`config.mk`:
```
export PLATFORM = sky130hd
export DESIGN_NAME = fgn_ctrl
export DESIGN_NICKNAME = d
export VERILOG_FILES = /design/src/rtl/fgn_pkg.sv /design/src/rtl/fgn_ctrl.sv
export SDC_FILE = /design/constraint.sdc
export NUM_CORES = 1
export LEC_CHECK = 0
export ABC_AREA = 1
export BUFFER_PORTS_ARGS = -buffer_cell sky130_fd_sc_hd__buf_2
export CORE_MARGIN = 1.5
export CORE_UTILIZATION = 46
export CTS_CLUSTER_DIAMETER = 50
export DETAILED_ROUTE_END_ITERATION = 10
export PLACE_DENSITY_LB_ADDON = 0.15
export SYNTH_ARGS = -nofsm -noshare
export SYNTH_HDL_FRONTEND = slang
export SYNTH_SLANG_ARGS = --single-unit
```
`constraint.sdc`:
```
create_clock -name clock -period 2.7 [get_ports clock]
set_input_delay 0.54 -clock clock [delete_from_list [all_inputs] [get_ports clock]]
set_output_delay 0.54 -clock clock [all_outputs]
set_load 0.1 [all_outputs]
```
`src/rtl/fgn_pkg.sv`:
```
// Shared types, constants and microcode for the fractal gradient noise unit.
`default_nettype none

package fgn_pkg;

   // Fixed-point format and limits
   localparam int FRAC_BITS   = 16;
   localparam int QONE        = 1 << FRAC_BITS;
   localparam int MAX_OCTAVES = 8;
   localparam int TABLE_SIZE  = 256;
   localparam int TABLE_AW    = $clog2(TABLE_SIZE);

   // Input operation codes
   typedef enum logic [1:0] {
      OP_TABLE_WRITE = 2'd0,
      OP_NOISE_2D    = 2'd1,
      OP_NOISE_3D    = 2'd2,
      OP_RIDGED_2D   = 2'd3
   } op_type;

   // Configuration register indexes
   typedef enum logic [1:0] {
      CSR_PERSISTENCE = 2'd0,
      CSR_LACUNARITY  = 2'd1,
      CSR_SPARE2      = 2'd2,
      CSR_SPARE3      = 2'd3
   } csr_index_type;

   localparam logic [15:0] PERSISTENCE_RESET = 16'd32768;
   localparam logic [19:0] LACUNARITY_RESET  = 20'd131072;

   // Datapath micro-operations; MUL_* loads the shared multiplier, WB_* retires it
   typedef enum logic [4:0] {
      UOP_NOP,
      UOP_MUL_S,   UOP_WB_S,
      UOP_MUL_F,   UOP_WB_F,
      UOP_MUL_A,   UOP_WB_A,
      UOP_MUL_P,   UOP_WB_P,
      UOP_MUL_FD1, UOP_WB_FD1,
      UOP_MUL_FD2, UOP_WB_FD2,
      UOP_MUL_FD3, UOP_WB_FD3,
      UOP_MUL_FD4, UOP_WB_FD4,
      UOP_RD_X,    UOP_CAP_X,
      UOP_RD_XY,   UOP_CAP_XY,
      UOP_RD_XYZ,  UOP_CAP_XYZ,
      UOP_GRAD,
      UOP_MUL_LRP, UOP_WB_LRP,
      UOP_MUL_ACC, UOP_WB_ACC,
      UOP_END
   } uop_type;

   typedef struct packed {
      uop_type    uop;
      logic [2:0] idx;
      logic [1:0] lvl;
      logic       only_3d;
   } uinstr_type;

   // Command bundle from controller to datapath
   typedef struct packed {
      uop_type    uop;
      logic [2:0] idx;
      logic [1:0] lvl;
      op_type     mode;
      logic       load_item;
      logic       table_write;
      logic       load_rsp;
   } cmd_type;

   // Program layout
   localparam int PC_W = 7;
   localparam logic [PC_W-1:0] PC_UPD  = 7'd6;
   localparam logic [PC_W-1:0] PC_BODY = 7'd10;
   localparam logic [PC_W-1:0] PC_FADE = 7'd16;
   localparam logic [PC_W-1:0] PC_HX   = 7'd40;
   localparam logic [PC_W-1:0] PC_HXY  = 7'd44;
   localparam logic [PC_W-1:0] PC_HXYZ = 7'd52;
   localparam logic [PC_W-1:0] PC_GRAD = 7'd68;
   localparam logic [PC_W-1:0] PC_LRP  = 7'd76;
   localparam logic [PC_W-1:0] PC_ACC  = 7'd90;
   localparam logic [PC_W-1:0] PC_END  = 7'd92;

   // Microcode ROM: scale, octave update, octave body
   function automatic uinstr_type ucode_fetch(input logic [PC_W-1:0] pc);
      uinstr_type      ui;
      logic [PC_W-1:0] o;
      ui.uop     = UOP_NOP;
      ui.idx     = 3'd0;
      ui.lvl     = 2'd0;
      ui.only_3d = 1'b0;
      o          = '0;
      if (pc < PC_UPD) begin
         o      = pc;
         ui.uop = o[0] ? UOP_WB_S : UOP_MUL_S;
         ui.idx = {1'b0, o[2:1]};
      end else if (pc < PC_BODY) begin
         o = pc - PC_UPD;
         case (o[1:0])
            2'd0:    ui.uop = UOP_MUL_F;
            2'd1:    ui.uop = UOP_WB_F;
            2'd2:    ui.uop = UOP_MUL_A;
            default: ui.uop = UOP_WB_A;
         endcase
      end else if (pc < PC_FADE) begin
         o          = pc - PC_BODY;
         ui.uop     = o[0] ? UOP_WB_P : UOP_MUL_P;
         ui.idx     = {1'b0, o[2:1]};
         ui.only_3d = (o[2:1] == 2'd2);
      end else if (pc < PC_HX) begin
         o          = pc - PC_FADE;
         ui.idx     = {1'b0, o[4:3]};
         ui.only_3d = (o[4:3] == 2'd2);
         case (o[2:0])
            3'd0:    ui.uop = UOP_MUL_FD1;
            3'd1:    ui.uop = UOP_WB_FD1;
            3'd2:    ui.uop = UOP_MUL_FD2;
            3'd3:    ui.uop = UOP_WB_FD2;
            3'd4:    ui.uop = UOP_MUL_FD3;
            3'd5:    ui.uop = UOP_WB_FD3;
            3'd6:    ui.uop = UOP_MUL_FD4;
            default: ui.uop = UOP_WB_FD4;
         endcase
      end else if (pc < PC_HXY) begin
         o      = pc - PC_HX;
         ui.uop = o[0] ? UOP_CAP_X : UOP_RD_X;
         ui.idx = {2'b0, o[1]};
      end else if (pc < PC_HXYZ) begin
         o      = pc - PC_HXY;
         ui.uop = o[0] ? UOP_CAP_XY : UOP_RD_XY;
         ui.idx = {1'b0, o[2:1]};
      end else if (pc < PC_GRAD) begin
         o          = pc - PC_HXYZ;
         ui.uop     = o[0] ? UOP_CAP_XYZ : UOP_RD_XYZ;
         ui.idx     = o[3:1];
         ui.only_3d = 1'b1;
      end else if (pc < PC_LRP) begin
         o          = pc - PC_GRAD;
         ui.uop     = UOP_GRAD;
         ui.idx     = o[2:0];
         ui.only_3d = o[2];
      end else if (pc < PC_ACC) begin
         o      = pc - PC_LRP;
         ui.uop = o[0] ? UOP_WB_LRP : UOP_MUL_LRP;
         // blend tree: four x-blends, two y-blends, one z-blend
         case (o[3:1])
            3'd0:    begin ui.idx = 3'd0; ui.lvl = 2'd0; end
            3'd1:    begin ui.idx = 3'd1; ui.lvl = 2'd0; end
            3'd2:    begin ui.idx = 3'd2; ui.lvl = 2'd0; ui.only_3d = 1'b1; end
            3'd3:    begin ui.idx = 3'd3; ui.lvl = 2'd0; ui.only_3d = 1'b1; end
            3'd4:    begin ui.idx = 3'd0; ui.lvl = 2'd1; end
            3'd5:    begin ui.idx = 3'd1; ui.lvl = 2'd1; ui.only_3d = 1'b1; end
            default: begin ui.idx = 3'd0; ui.lvl = 2'd2; ui.only_3d = 1'b1; end
         endcase
      end else if (pc == PC_ACC) begin
         ui.uop = UOP_MUL_ACC;
      end else if (pc < PC_END) begin
         ui.uop = UOP_WB_ACC;
      end else begin
         ui.uop = UOP_END;
      end
      return ui;
   endfunction

endpackage

`default_nettype wire

```
`src/rtl/fgn_ctrl.sv`:
```
// Sequencer for the noise unit: handshakes, program counter and octave loop.
`default_nettype none

module fgn_ctrl
   import fgn_pkg::*;
(
   input  wire logic       clock,
   input  wire logic       reset,
   input  wire logic       req_valid,
   output logic            req_stall,
   input  wire logic [1:0] req_operation,
   input  wire logic [3:0] req_octave_count,
   output logic            rsp_valid,
   input  wire logic       rsp_stall,
   output cmd_type         cmd
);

   typedef enum logic [2:0] {
      ST_IDLE   = 3'b001,
      ST_RUN    = 3'b010,
      ST_FINISH = 3'b100
   } state_type;

   localparam logic [3:0] OCT_MAX = 4'(MAX_OCTAVES);

   state_type       state_ff, state_in;
   logic [PC_W-1:0] pc_ff, pc_in;
   logic [3:0]      oct_ff, oct_in;
   logic [3:0]      cnt_ff, cnt_in;
   op_type          mode_ff, mode_in;
   logic            rsp_valid_ff, rsp_valid_in;

   uinstr_type ui;
   logic       skip_upd;
   logic       skip_3d;

   assign req_stall = (state_ff != ST_IDLE);
   assign rsp_valid = rsp_valid_ff;

   // Next-state and command decode
   always_comb begin
      logic [3:0] oct_next;
      ui       = ucode_fetch(pc_ff);
      skip_upd = (pc_ff == PC_UPD) && (oct_ff == 4'd0);
      skip_3d  = ui.only_3d && (mode_ff != OP_NOISE_3D);
      oct_next = oct_ff + 4'd1;

      state_in = state_ff;
      pc_in    = pc_ff;
      oct_in   = oct_ff;
      cnt_in   = cnt_ff;
      mode_in  = mode_ff;

      cmd.uop         = UOP_NOP;
      cmd.idx         = ui.idx;
      cmd.lvl         = ui.lvl;
      cmd.mode        = mode_ff;
      cmd.load_item   = 1'b0;
      cmd.table_write = 1'b0;
      cmd.load_rsp    = 1'b0;

      case (state_ff)
         ST_IDLE: begin
            if (req_valid) begin
               if (op_type'(req_operation) == OP_TABLE_WRITE) begin
                  cmd.table_write = 1'b1;
               end else begin
                  cmd.load_item = 1'b1;
                  mode_in       = op_type'(req_operation);
                  cnt_in        = (req_octave_count > OCT_MAX) ? OCT_MAX : req_octave_count;
                  oct_in        = 4'd0;
                  pc_in         = '0;
                  state_in      = ST_RUN;
               end
            end
         end
         ST_RUN: begin
            if (!skip_upd && !skip_3d) begin
               cmd.uop = ui.uop;
            end
            if (skip_upd) begin
               // first octave runs at unit frequency and amplitude
               if (cnt_ff == 4'd0) begin
                  state_in = ST_FINISH;
               end else begin
                  pc_in = PC_BODY;
               end
            end else if (ui.uop == UOP_END) begin
               if (oct_next == cnt_ff) begin
                  state_in = ST_FINISH;
               end else begin
                  oct_in = oct_next;
                  pc_in  = PC_UPD;
               end
            end else begin
               pc_in = pc_ff + 7'd1;
            end
         end
         ST_FINISH: begin
            if (!rsp_valid_ff || !rsp_stall) begin
               cmd.load_rsp = 1'b1;
               state_in     = ST_IDLE;
            end
         end
         default: begin
            state_in = ST_IDLE;
         end
      endcase

      rsp_valid_in = cmd.load_rsp || (rsp_valid_ff && rsp_stall);
   end

   // Control registers
   always_ff @(posedge clock) begin
      if (reset) begin
         state_ff     <= ST_IDLE;
         pc_ff        <= '0;
         oct_ff       <= 4'd0;
         cnt_ff       <= 4'd0;
         mode_ff      <= OP_NOISE_2D;
         rsp_valid_ff <= 1'b0;
      end else begin
         state_ff     <= state_in;
         pc_ff        <= pc_in;
         oct_ff       <= oct_in;
         cnt_ff       <= cnt_in;
         mode_ff      <= mode_in;
         rsp_valid_ff <= rsp_valid_in;
      end
   end

   // Checks
   a_rsp_slot_free: assert property (@(posedge clock) disable iff (reset)
      cmd.load_rsp |-> (!rsp_valid_ff || !rsp_stall))
      else $error("result loaded over a pending result");

   a_eval_start: assert property (@(posedge clock) disable iff (reset)
      (req_valid && !req_stall && (req_operation != OP_TABLE_WRITE))
      |=> (state_ff == ST_RUN && pc_ff == '0))
      else $error("evaluate transfer did not start the program");

   a_pc_range: assert property (@(posedge clock) disable iff (reset)
      (state_ff == ST_RUN) |-> (pc_ff <= PC_END))
      else $error("program counter out of range");

   a_oct_range: assert property (@(posedge clock) disable iff (reset)
      (state_ff == ST_RUN) |-> ((oct_ff < cnt_ff) || (oct_ff == 4'd0 && cnt_ff == 4'd0)))
      else $error("octave counter past octave count");

endmodule

`default_nettype wire

```
==> impl_metrics.env <==
export IMPL_r2r_start="pc_ff[2]$_SDFFE_PP0P_"
export IMPL_hp_start="cnt_ff[1]$_SDFFE_PP0P_"
export IMPL_synth_top_cells_by_area="dfxtp_1 (21%), nand2_1 (15%), ha_1 (9.3%)"
export IMPL_ctsHtreeMaxLevel=1
export IMPL_synth_compound_area_frac=0.164
export IMPL_synth_fa_ha_area_frac=0.0929
export IMPL_clkTransAtPathRegs_ns=0.08
export IMPL_dr_pass1_iters=4
export IMPL_port_buffers=26
export IMPL_ys_warn_count=0
export IMPL_p_per_area_nw_per_um2=673
export IMPL_drv_cap=0
export IMPL_finalClockSkew_ns=0.00539
export IMPL_holdWs_ns=0.467
export IMPL_path_max_fanout=12
export IMPL_fp_dieArea_sq_um=4800
export IMPL_grt_overflow_total=0
export IMPL_cts_tree="built"
export IMPL_final_nets=381
export IMPL_grt_use_met2=0.379
export IMPL_hpwl_um=3950
export IMPL_r2r_slack_ns=0.68
export IMPL_ys_ff_latch=21
export IMPL_dp_slack_ns=0.134
export IMPL_insertion_delay_ns=0.26
export IMPL_crit_type="register to primary output"
export IMPL_wl_per_cell_um=12.4
export IMPL_drive_above_1_share=0.282
export IMPL_fmax_mhz=380
export IMPL_final_setup_worst_slack_ns=0.0718
export IMPL_yosys_area_share_simple=0.395
export IMPL_avgSynthCellArea_sq_um=6.33
export IMPL_synth_top_flop_cell="dfxtp_1"
export IMPL_synth_mux_area_frac=0
export IMPL_hold_viol_final=0
export IMPL_synth_yosys_seq_area_share=0.208
export IMPL_final_setup_viol_count=0
export IMPL_period_share=0.973
export IMPL_core_sq_um=4120
export IMPL_gp_congestion=0.968
export IMPL_crit_arrival_ns=2.09
export IMPL_yosys_area_top_type="dfxtp_1"
export IMPL_grt_max_degree=17
export IMPL_worst_slew_pin_transition_ns=0.486
export IMPL_n_fill_cell=396
export IMPL_diodes=0
export IMPL_wl_um=5020
export IMPL_cp_end_kind="primary output"
export IMPL_antenna_found_initial=0
export IMPL_clockBufferDepth=2
export IMPL_die_height_um=69.3
export IMPL_whs_path_depth=2
export IMPL_relSlewSlack=0.678
export IMPL_ys_async_sr_fraction=0
export IMPL_hold_end="cnt_ff[1]$_SDFFE_PP0P_"
export IMPL_synth_common_cells="nand2_1 (80), inv_1 (36), a21oi_1 (30), nor2_1 (30), dfxtp_1 (21)"
export IMPL_drv_slew=0
export IMPL_vdd_drop_max_v=0.000764
export IMPL_placed_area_sq_um=2380
export IMPL_synth_cell_type_count=37
export IMPL_cp_start_kind="register"
export IMPL_synth_xor_xnor_area_share=0.0304
export IMPL_yosysMostFrequentCell="nand2_1"
export IMPL_syn_inst=319
export IMPL_yosysTopAreaCellShare=0.208
export IMPL_hold_path_class="register to register"
export IMPL_r2r_end="pc_ff[1]$_SDFFE_PP0P_"
export IMPL_area_growth_pct=26.8
export IMPL_cts_buffers_inserted=3
export IMPL_initial_core_util=0.491
export IMPL_cp_data_required_time_ns=2.16
export IMPL_fp_dieW_um=69.3
export IMPL_rr_worst_depth=12
export IMPL_synth_edff_count=0
export IMPL_cts_root_buf="clkbuf_8"
export IMPL_viasPerCell=5.22
export IMPL_postSynthNetCount=344
export IMPL_hold_buffers=0
export IMPL_grt_pass1_wl_um=8600
export IMPL_leakage_nw=1.14
export IMPL_cts_sinks=21
export IMPL_grt_pass1_vias=1907
export IMPL_rows=23
export IMPL_busiest_layer="met2"
export IMPL_grt_use_met3=0.00872
export IMPL_drc_errors=0
export IMPL_final_cell_area_sq_um=2560
export IMPL_drt_antenna_violating_nets=0
export IMPL_status="completed"
export IMPL_grt_util_met1=0.275
export IMPL_rsz0062_at_grt="true"
export IMPL_drt_iter0_drc=144
export IMPL_grt_usage=0.211
export IMPL_io_pins=27
export IMPL_vias=2116
export IMPL_syn_area_sq_um=2020
export IMPL_synth_top_family_by_area="simple AND/OR/NAND/NOR gates"
export IMPL_post_route_min_period_ns=2.63
## through the flow
step | utilization | power (mW) | std cells | TNS [ns]
2_1_floorplan | - | 1.26 | 319 | -3.76
4_1_cts | 0.594 | 1.72 | 400 | 0
3_5_place_dp | 0.578 | 1.50 | 396 | 0
3_3_place_gp | 0.578 | 1.49 | 396 | 0
5_1_grt | 0.622 | 1.85 | 405 | -0.0224
6_report | 0.622 | 1.72 | 405 | 0
## what timing repair did
action	4_1_cts	5_1_grt
cloned	0	0
buffers inserted	0	5
pin swaps	0	3
resized for setup	13	26
hold endpoints to repair	0	0
setup endpoints to repair	7	7
## sequential cells by signal, indices dropped and copies added (netlist names)
register and flops:
cnt_ff 4, rsp_valid 1, state_ff 3, pc_ff 7, mode_ff 2, oct_ff 4
## cells in the final DEF (no fill, tap or decap), types with 4 or more instances in the layout
cell type / netlist / routed
a31oi_1: 4 / 4
buf_4: 1 / 12
xor2_1: 5 / 5
nand2_2: 3 / 7
nor3_2: 1 / 4
dfxtp_1: 21 / 15
a21oi_1: 30 / 28
buf_12: 0 / 7
nand3_1: 20 / 20
ha_1: 15 / 13
inv_1: 36 / 34
inv_2: 8 / 10
o21ai_0: 18 / 11
nand2_4: 3 / 4
nor2_1: 30 / 24
o21ai_1: 2 / 7
nor3_1: 8 / 5
nor2_2: 1 / 7
buf_2: 1 / 18
nand4_1: 6 / 6
dfxtp_4: 0 / 5
nor2_4: 5 / 5
nand2_1: 80 / 75
## how the worst max path moves through the flow
stage / from / end / slack, ns
after global routing: pc_ff[2]$_SDFFE_PP0P_ / cmd[10] / -0.02
final: pc_ff[2]$_SDFFE_PP0P_ / cmd[14] / 0.07
after detailed placement: pc_ff[3]$_SDFFE_PP0P_ / cmd[14] / 0.13
after floorplan: pc_ff[1]$_SDFFE_PP0P_ / cmd[10] / -0.64
after global placement: pc_ff[4]$_SDFFE_PP0P_ / cmd[10] / 0.13
after CTS: pc_ff[1]$_SDFFE_PP0P_ / cmd[11] / 0.02
## cells by family after synthesis
kind of cell | count (synthesis)
xor+xnor | 7
fa+ha+maj | 15
compound gates | 61
flops | 21
buf+inv | 52
simple gates | 163
## metal layers
| metal | share of wire | vias to the layer above |
|---|---|---|
| li1 | - | 1107 |
| met1 | 0.46 | 928 |
| met2 | 0.48 | 68 |
| met3 | 0.031 | 13 |
| met4 | 0.020 | 0 |
| met5 | 0 | - |
## power breakdown
group | total (mW) | switching [mW] | internal [mW]
clock | 0.206 | 0.101 | 0.105
sequential | 0.417 | 0.0512 | 0.366
combinational | 1.10 | 0.807 | 0.293
total | 1.72 | 0.959 | 0.764
## layout make-up
cell class	instances	area, sq um	area share
clock buffers	4	45.0	0.0176
inverters	45	169	0.0660
multi-input cells	246	1490	0.581
flip-flops and latches	21	440	0.172
well taps	50	62.6	0.0244
repair buffers	39	357	0.139
## critical path, cell delays in order, from the launching register on
cell and delay (ns):
dfxtp_1 0.32, buf_4 0.18, ha_2 0.39, a21oi_1 0.10, nand3_1 0.09, a31oi_1 0.07
o21ai_1 0.18, nand2_2 0.14, nor2_2 0.16, buf_12 0.19
Note: power is estimated with default switching activity, not from simulation.
